--- src/hw/rtl/fjot_pkg.sv ---
// ----------------------------------------------------------------------------
// fjot_pkg
// Shared types and codes for the flat object tokenizer: transfer payloads,
// parser phase codes, result kinds and error codes.
// ----------------------------------------------------------------------------
package fjot_pkg;

    // input transfer payload
    typedef struct packed {
        logic [7:0] in_byte;
        logic       start_msg;
    } t_in;

    // result transfer payload
    typedef struct packed {
        logic [2:0]  out_kind;
        logic [7:0]  out_byte;
        logic [2:0]  error_code;
        logic [15:0] byte_pos;
        logic [15:0] pairs_seen;
    } t_out;

    // parser control state (position counter travels separately)
    typedef struct packed {
        logic [3:0]  phase;
        logic        esc;
        logic [15:0] pairs;
        logic [2:0]  err;
    } t_ctl;

    // parser phases
    localparam logic [3:0] PH_INIT = 4'd0;
    localparam logic [3:0] PH_OTAG = 4'd1;
    localparam logic [3:0] PH_ITAG = 4'd2;
    localparam logic [3:0] PH_ETAG = 4'd3;
    localparam logic [3:0] PH_OVAL = 4'd4;
    localparam logic [3:0] PH_IVAL = 4'd5;
    localparam logic [3:0] PH_EVAL = 4'd6;
    localparam logic [3:0] PH_DONE = 4'd7;
    localparam logic [3:0] PH_ERR  = 4'd8;

    // result kinds
    localparam logic [2:0] K_SKIP = 3'd0;
    localparam logic [2:0] K_TAG  = 3'd1;
    localparam logic [2:0] K_VAL  = 3'd2;
    localparam logic [2:0] K_TEND = 3'd3;
    localparam logic [2:0] K_PEND = 3'd4;
    localparam logic [2:0] K_OEND = 3'd5;
    localparam logic [2:0] K_ERR  = 3'd6;

    // error codes
    localparam logic [2:0] E_NONE  = 3'd0;
    localparam logic [2:0] E_BRACE = 3'd1;
    localparam logic [2:0] E_QUOTE = 3'd2;
    localparam logic [2:0] E_COLON = 3'd3;
    localparam logic [2:0] E_SEP   = 3'd4;

    // punctuation
    localparam logic [7:0] CH_LBRACE = 8'h7B;
    localparam logic [7:0] CH_RBRACE = 8'h7D;
    localparam logic [7:0] CH_QUOTE  = 8'h22;
    localparam logic [7:0] CH_COLON  = 8'h3A;
    localparam logic [7:0] CH_COMMA  = 8'h2C;
    localparam logic [7:0] CH_BSLASH = 8'h5C;
    localparam logic [7:0] CH_SPACE  = 8'h20;
    localparam logic [7:0] CH_TAB    = 8'h09;
    localparam logic [7:0] CH_CR     = 8'h0D;

    localparam logic [15:0] PAIRS_MAX = 16'hFFFF;

endpackage

--- src/hw/rtl/fjot_step.sv ---
// ----------------------------------------------------------------------------
// fjot_step
// Per-byte parser logic: from the current state and one input byte, forms
// the result and the next state.
// ----------------------------------------------------------------------------
module fjot_step #(
    parameter int POSITION_BITS = 16
) (
    input  fjot_pkg::t_in             i_data,
    input  fjot_pkg::t_ctl            i_state,
    input  logic [POSITION_BITS-1:0]  i_pos,
    output fjot_pkg::t_ctl            o_state,
    output logic [POSITION_BITS-1:0]  o_pos,
    output fjot_pkg::t_out            o_result
);

    fjot_pkg::t_ctl             cur;
    fjot_pkg::t_ctl             nxt;
    logic [POSITION_BITS-1:0]   pos;
    logic [2:0]                 kind;
    logic [7:0]                 obyte;
    logic [7:0]                 c;
    logic                       blank;
    logic [15:0]                pos_rep;

    // start of message clears state before this byte
    always_comb begin
        if (i_data.start_msg) begin
            cur.phase = fjot_pkg::PH_INIT;
            cur.esc   = 1'b0;
            cur.pairs = '0;
            cur.err   = fjot_pkg::E_NONE;
            pos       = '0;
        end else begin
            cur = i_state;
            pos = i_pos;
        end
    end

    assign c     = i_data.in_byte;
    assign blank = (c == fjot_pkg::CH_SPACE) ||
                   ((c >= fjot_pkg::CH_TAB) && (c <= fjot_pkg::CH_CR));

    // phase transitions and byte classification
    always_comb begin
        nxt   = cur;
        kind  = fjot_pkg::K_SKIP;
        obyte = 8'd0;
        case (cur.phase)
            fjot_pkg::PH_INIT: begin
                if (!blank) begin
                    if (c == fjot_pkg::CH_LBRACE) begin
                        nxt.phase = fjot_pkg::PH_OTAG;
                    end else begin
                        nxt.phase = fjot_pkg::PH_ERR;
                        nxt.err   = fjot_pkg::E_BRACE;
                        kind      = fjot_pkg::K_ERR;
                    end
                end
            end
            fjot_pkg::PH_OTAG, fjot_pkg::PH_OVAL: begin
                if (!blank) begin
                    if (c == fjot_pkg::CH_QUOTE) begin
                        nxt.phase = (cur.phase == fjot_pkg::PH_OTAG) ?
                                    fjot_pkg::PH_ITAG : fjot_pkg::PH_IVAL;
                        nxt.esc   = 1'b0;
                    end else begin
                        nxt.phase = fjot_pkg::PH_ERR;
                        nxt.err   = fjot_pkg::E_QUOTE;
                        kind      = fjot_pkg::K_ERR;
                    end
                end
            end
            fjot_pkg::PH_ITAG, fjot_pkg::PH_IVAL: begin
                if (cur.esc) begin
                    nxt.esc = 1'b0;
                    kind    = (cur.phase == fjot_pkg::PH_ITAG) ?
                              fjot_pkg::K_TAG : fjot_pkg::K_VAL;
                    obyte   = c;
                end else if (c == fjot_pkg::CH_BSLASH) begin
                    nxt.esc = 1'b1;
                end else if (c == fjot_pkg::CH_QUOTE) begin
                    if (cur.phase == fjot_pkg::PH_ITAG) begin
                        nxt.phase = fjot_pkg::PH_ETAG;
                        kind      = fjot_pkg::K_TEND;
                    end else begin
                        nxt.phase = fjot_pkg::PH_EVAL;
                        kind      = fjot_pkg::K_PEND;
                        if (cur.pairs != fjot_pkg::PAIRS_MAX) begin
                            nxt.pairs = cur.pairs + 16'd1;
                        end
                    end
                end else begin
                    kind  = (cur.phase == fjot_pkg::PH_ITAG) ?
                            fjot_pkg::K_TAG : fjot_pkg::K_VAL;
                    obyte = c;
                end
            end
            fjot_pkg::PH_ETAG: begin
                if (!blank) begin
                    if (c == fjot_pkg::CH_COLON) begin
                        nxt.phase = fjot_pkg::PH_OVAL;
                    end else begin
                        nxt.phase = fjot_pkg::PH_ERR;
                        nxt.err   = fjot_pkg::E_COLON;
                        kind      = fjot_pkg::K_ERR;
                    end
                end
            end
            fjot_pkg::PH_EVAL: begin
                if (!blank) begin
                    if (c == fjot_pkg::CH_COMMA) begin
                        nxt.phase = fjot_pkg::PH_OTAG;
                    end else if (c == fjot_pkg::CH_RBRACE) begin
                        nxt.phase = fjot_pkg::PH_DONE;
                        kind      = fjot_pkg::K_OEND;
                    end else begin
                        nxt.phase = fjot_pkg::PH_ERR;
                        nxt.err   = fjot_pkg::E_SEP;
                        kind      = fjot_pkg::K_ERR;
                    end
                end
            end
            fjot_pkg::PH_ERR: begin
                kind = fjot_pkg::K_ERR;
            end
            default: begin
            end
        endcase
    end

    // saturating position counter
    assign o_pos = (&pos) ? pos : pos + POSITION_BITS'(1);

    // reported position clamps to 16 bits
    generate
        if (POSITION_BITS > 16) begin : g_pos_wide
            assign pos_rep = (|pos[POSITION_BITS-1:16]) ? 16'hFFFF : pos[15:0];
        end else begin : g_pos_narrow
            assign pos_rep = 16'(pos);
        end
    endgenerate

    assign o_state             = nxt;
    assign o_result.out_kind   = kind;
    assign o_result.out_byte   = obyte;
    assign o_result.error_code = nxt.err;
    assign o_result.byte_pos   = pos_rep;
    assign o_result.pairs_seen = nxt.pairs;

endmodule

--- src/hw/rtl/flat_json_object_tokenizer_unit.sv ---
// ----------------------------------------------------------------------------
// flat_json_object_tokenizer_unit
// Streams a flat object of quoted string pairs one byte per transfer and
// returns one classification result per byte.
// ----------------------------------------------------------------------------
// Usage:
//   Input channel (i_in_valid / i_in_data / o_in_stall) carries one raw byte
//   per transfer; start_msg set marks the first byte of a new message and
//   clears parser state, counters and any held error first.
//   Output channel (o_out_valid / o_out_data / i_out_stall) returns exactly
//   one result per input byte, in order: kind, copied byte, held error code,
//   byte position and completed pair count.
//   Path: a byte accepted from the input channel is held in the input
//   register; the step logic forms its result, which is then registered
//   in the output register that drives o_out.
//   Throughput: one byte per cycle unless the output stalls; the parser
//   state is a single register set updated once per byte by the step logic.
//   Reset (i_rst_n low, synchronous) empties both registers and puts the
//   parser back to waiting for an opening brace.
//   When the receiver stalls, the result holds; the input register keeps
//   taking one more byte, then o_in_stall rises until the output drains.
// ----------------------------------------------------------------------------
module flat_json_object_tokenizer_unit #(
    parameter int POSITION_BITS = 16
) (
    input  logic              i_clk,
    input  logic              i_rst_n,
    input  logic              i_in_valid,
    input  fjot_pkg::t_in     i_in_data,
    output logic              o_in_stall,
    output logic              o_out_valid,
    output fjot_pkg::t_out    o_out_data,
    input  logic              i_out_stall
);

    logic                       r_in_valid;
    fjot_pkg::t_in              r_in_data;
    logic                       r_out_valid;
    fjot_pkg::t_out             r_out_data;
    fjot_pkg::t_ctl             r_state;
    logic [POSITION_BITS-1:0]   r_pos;

    fjot_pkg::t_ctl             n_state;
    logic [POSITION_BITS-1:0]   n_pos;
    fjot_pkg::t_out             n_result;
    logic                       advance;
    logic                       in_take;

    // handshake: output register frees when empty or drained
    assign advance    = !r_out_valid || !i_out_stall;
    assign o_in_stall = r_in_valid && !advance;
    assign in_take    = i_in_valid && !o_in_stall;

    // per-byte parser logic
    fjot_step #(
        .POSITION_BITS(POSITION_BITS)
    ) u_step (
        .i_data   (r_in_data),
        .i_state  (r_state),
        .i_pos    (r_pos),
        .o_state  (n_state),
        .o_pos    (n_pos),
        .o_result (n_result)
    );

    // input register
    always_ff @(posedge i_clk) begin
        if (!i_rst_n) begin
            r_in_valid <= 1'b0;
        end else if (in_take) begin
            r_in_valid <= 1'b1;
        end else if (advance) begin
            r_in_valid <= 1'b0;
        end
        if (in_take) begin
            r_in_data <= i_in_data;
        end
    end

    // output register
    always_ff @(posedge i_clk) begin
        if (!i_rst_n) begin
            r_out_valid <= 1'b0;
        end else if (advance) begin
            r_out_valid <= r_in_valid;
        end
        if (advance && r_in_valid) begin
            r_out_data <= n_result;
        end
    end

    // parser state, updated once per byte moved to the output
    always_ff @(posedge i_clk) begin
        if (!i_rst_n) begin
            r_state.phase <= fjot_pkg::PH_INIT;
            r_state.esc   <= 1'b0;
            r_state.pairs <= '0;
            r_state.err   <= fjot_pkg::E_NONE;
            r_pos         <= '0;
        end else if (advance && r_in_valid) begin
            r_state <= n_state;
            r_pos   <= n_pos;
        end
    end

    assign o_out_valid = r_out_valid;
    assign o_out_data  = r_out_data;

    // an error result always carries its code
    a_err_code: assert property (@(posedge i_clk) disable iff (!i_rst_n)
        o_out_valid && (o_out_data.out_kind == fjot_pkg::K_ERR)
        |-> (o_out_data.error_code != fjot_pkg::E_NONE))
        else $error("error result without error code");

    // only tag and value bytes copy data
    a_byte_zero: assert property (@(posedge i_clk) disable iff (!i_rst_n)
        o_out_valid && (o_out_data.out_kind != fjot_pkg::K_TAG) &&
        (o_out_data.out_kind != fjot_pkg::K_VAL)
        |-> (o_out_data.out_byte == 8'd0))
        else $error("copied byte on non-data result");

    // a held error means the parser sits in the error phase
    a_err_phase: assert property (@(posedge i_clk) disable iff (!i_rst_n)
        (r_state.err != fjot_pkg::E_NONE) |-> (r_state.phase == fjot_pkg::PH_ERR))
        else $error("held error outside error phase");

    // stall toward the sender only while a byte is held
    a_stall_held: assert property (@(posedge i_clk) disable iff (!i_rst_n)
        o_in_stall |-> (r_in_valid && r_out_valid && i_out_stall))
        else $error("input stalled with free registers");

    // a stalled output leaves the parser state untouched
    a_state_hold: assert property (@(posedge i_clk) disable iff (!i_rst_n)
        (r_out_valid && i_out_stall) |=> $stable(r_state))
        else $error("parser state moved during output stall");

endmodule

--- config.mk ---
export PLATFORM = sky130hd
export DESIGN_NAME = flat_json_object_tokenizer_unit
export DESIGN_NICKNAME = d
export VERILOG_FILES = /design/src/hw/rtl/fjot_pkg.sv /design/src/hw/rtl/fjot_step.sv /design/src/hw/rtl/flat_json_object_tokenizer_unit.sv
export SDC_FILE = /design/constraint.sdc
export NUM_CORES = 1
export LEC_CHECK = 0
export BUFFER_PORTS_ARGS = -buffer_cell sky130_fd_sc_hd__buf_2
export CORE_UTILIZATION = 63
export DETAILED_ROUTE_END_ITERATION = 6
export PLACE_DENSITY = 0.95
export SLEW_MARGIN = 20
export SYNTH_ARGS = -nofsm -noshare
export SYNTH_HDL_FRONTEND = slang
export SYNTH_SLANG_ARGS = --single-unit
--- constraint.sdc ---
create_clock -name i_clk -period 5.9 [get_ports i_clk]
set_clock_uncertainty 0.15 [all_clocks]
set_input_delay 1.18 -clock i_clk [delete_from_list [all_inputs] [get_ports i_clk]]
set_output_delay 1.18 -clock i_clk [all_outputs]
set_load 0.05 [all_outputs]
==> flow_summary.json <==
{
  "status": "complete, but fails checks",
  "violations": "DRC",
  "finalMaxSlewViolations": 0,
  "io_pins": 61,
  "die_height_um": 93.90,
  "postCtsHoldBufs": 0,
  "cts_buffer_depth": 2,
  "hold_class": "reg2reg",
  "synth_edf_count": 55,
  "synthCells": 556,
  "gp_congestion": 0.9978,
  "rrSetupSlack_ns": 2.65,
  "max_stage_delay_ns": 0.59,
  "final_util_pct": 71.24,
  "yosys_warnings": 0,
  "cts_tree": "built",
  "synth_nets": 572,
  "die_area_um2": 8816,
  "cts_buffers": 9,
  "internal-power_mw": 0.9691,
  "cp_slowest_cell": "buf_4",
  "cp-end-kind": "register",
  "setup_violations": 0,
  "drive_gt1_share_pct": 15.81,
  "cts_resized": 0,
  "hpwl_mm": 8.773,
  "grt_pass1_wl_mm": 22.54,
  "timing.fmax_mhz": 297.9,
  "min_to": "r_state[0]",
  "reg2reg_depth": 7,
  "final_nets": 612,
  "ys_ff_latch": 97,
  "grt_max_degree": 57,
  "routed_via_density": 6.959,
  "r2r-start": "r_in_data[0]",
  "die_width_um": 93.90,
  "grt_pass1_vias": 4680,
  "rows": 33,
  "post_cts_buffers": 0,
  "power_frac_comb_pct": 11.1,
  "vias": 4913,
  "clk_latency_ns": 0.37,
  "critical_path.max_fanout": 56,
  "setup-tns-final_ns": 0,
  "synth-async-reset-ratio_pct": 0,
  "cts.clk_slew.worst_paths_ns": 0.08,
  "drtPass1Iterations": 7,
  "drc": 3,
  "synth_common_cells": "nand2_1 (56), edfxtp_1 (55), dfxtp_1 (42)",
  "clockPowerShare_pct": 32.7,
  "clockRootBuffer": "clkbuf_8",
  "r2r-end": "o_out_data[11]",
  "p_leak_nw": 1.918,
  "cap_violations": 0,
  "cp_cell_sequence": "buf_2 > a21bo_2 > inv_2 > buf_4 > o31ai_2 > nor4b_1 > mux2i_1",
  "cp.required_ns": 6.04,
  "criticalPathCategory": "in2reg",
  "netSwitchingFraction_pct": 27.81,
  "gr-total-overflow": 0,
  "antenna_found_initial": 0,
  "yosys-top-cells-area": "edfxtp_1 (31%), dfxtp_1 (16%), nand2_1 (4.0%)",
  "n_antenna_cell": 0,
  "hold_start": "r_state[0]",
  "grt_setup_unrepaired": "false",
  "hold_viol_final": 0,
  "routed_wl_mm": 13.56,
  "io_buffers": 60,
  "avgSynthCellArea_um2": 9.569,
  "synthesis.area_um2": 5320,
  "worst_pin_slew_ns": 0.7948,
  "seqPwrFrac_pct": 56.2,
  "wl_per_cell_um": 19.21,
  "area_delta_synth_final_pct": 9.478,
  "post-route-min-period_ns": 3.357,
  "slew_headroom_pct": 46.99,
  "start_util_pct": 65.07,
  "ant_nets": 0,
  "fillCellCount": 622,
  "yosys.area.top_type_share_pct": 31.04,
  "design.core.area_um2": 8175,
  "period_share_pct": 56.90,
  "yosysSeqAreaShare_pct": 46.85,
  "powerDensity_nw_per_um2": 230.5,
  "htreeDepth": 3,
  "synth_area_leader_cell": "edfxtp_1",
  "min_path_cells": 2,
  "ir_drop_uv": 146.2,
  "yosysMostFrequentCell": "nand2_1",
  "ys.flop_type": "edfxtp_1",
  "worstPathArrival_ns": 3.49,
  "grtUsageTotal_pct": 32.70,
  "first_iter_violations": 582,
  "p_sw_mw": 0.3734,
  "clock-sinks": 97,
  "ys_types": 76,
  "start_kind": "input port"
}
==> registers in the layout, indices dropped and copies added (netlist names) <==
name / count
r_pos: 16
r_in_data: 9
r_state: 24
o_out_valid: 1
r_in_valid: 1
o_out_data: 46
==> through the flow <==
step	instance area [um2]	worst slack, ns	hold WS, ns	power [mW]	instances
2_1_floorplan	5320	1.911	0.2912	0.8813	556
3_3_place_gp	5629	2.392	0.3077	0.9116	690
3_5_place_dp	5629	2.248	0.3345	0.9161	690
4_1_cts	5824	2.578	0.3461	1.340	706
5_1_grt	5824	2.307	0.3675	1.379	706
6_report	5824	2.543	0.3460	1.342	706
==> power groups by stage <==
stage	Clock, mW	Sequential, mW	Combinational [mW]
after floorplan	0	0.811	0.0699
after global placement	0	0.768	0.144
after detailed placement	0	0.769	0.147
after CTS	0.438	0.754	0.148
after global routing	0.463	0.757	0.160
final	0.439	0.754	0.150
==> routing by layer <==
metal | routed length [um] | GRT usage [%] | vias up
li1 | - | - | 2227
met1 | 5165 | 41.52 | 2292
met2 | 6585 | 52.80 | 329
met3 | 1173 | 5.583 | 65
met4 | 637 | 18.33 | 0
met5 | 0 | 0 | -
==> worst max-delay path by stage <==
stage           startpoint        to
2_1_floorplan  i_out_stall  r_pos[2]
3_3_place_gp   i_out_stall  r_pos[4]
3_5_place_dp   i_out_stall  r_pos[4]
4_1_cts        i_out_stall  r_pos[4]
5_1_grt        i_out_stall  r_pos[4]
6_report       i_out_stall  r_pos[4]
==> layout make-up <==
type | count | area (um2) | share of cell area (%)
clock buffers | 11 | 131.4 | 2.256
well taps | 105 | 131.4 | 2.256
clock inverters | 5 | 63.81 | 1.096
inverters | 8 | 30.03 | 0.5156
repair buffers | 64 | 330.3 | 5.671
multi-input cells | 416 | 2645 | 45.41
flip-flops and latches | 97 | 2492 | 42.79
==> cells by family after synthesis <==
family	Yosys count	share of synthesized area (%)
AOI/OAI and AO/OA	135	18.42
xor gates and xnor gates	12	1.976
and+or+nand+nor	263	28.03
DFF	97	46.85
buffers and inverters	43	3.434
muxes	3	0.5880
adders and majority gates	3	0.7056
==> critical path, delay by kind of cell <==
family,cells,cell delay (ns)
simple gates,1,0.42
compound gates,2,0.79
mux,1,0.24
buf+inv,3,0.84
==> placed cells by master, fill, tap and decap left out, types with 4 or more instances in the layout <==
cell       instances
o2111ai_1          4
buf_4              4
inv_1              7
nor3_1            12
nand3_1           29
o21ai_0           27
xnor2_1           11
and3_1            12
a21oi_1           30
nor2_1            28
a31oi_1           11
o311ai_0           9
and2_1            12
nand4_1           20
o41ai_1            4
or4_1             10
edfxtp_1          55
nor2b_1           28
nand2_1           56
or3_1             19
o211ai_1           7
a211o_1            4
nor4_1             5
buf_2             60
dfxtp_1           42
a2111o_1           5
clkbuf_8           9
Power figures use the tool's default switching activity.
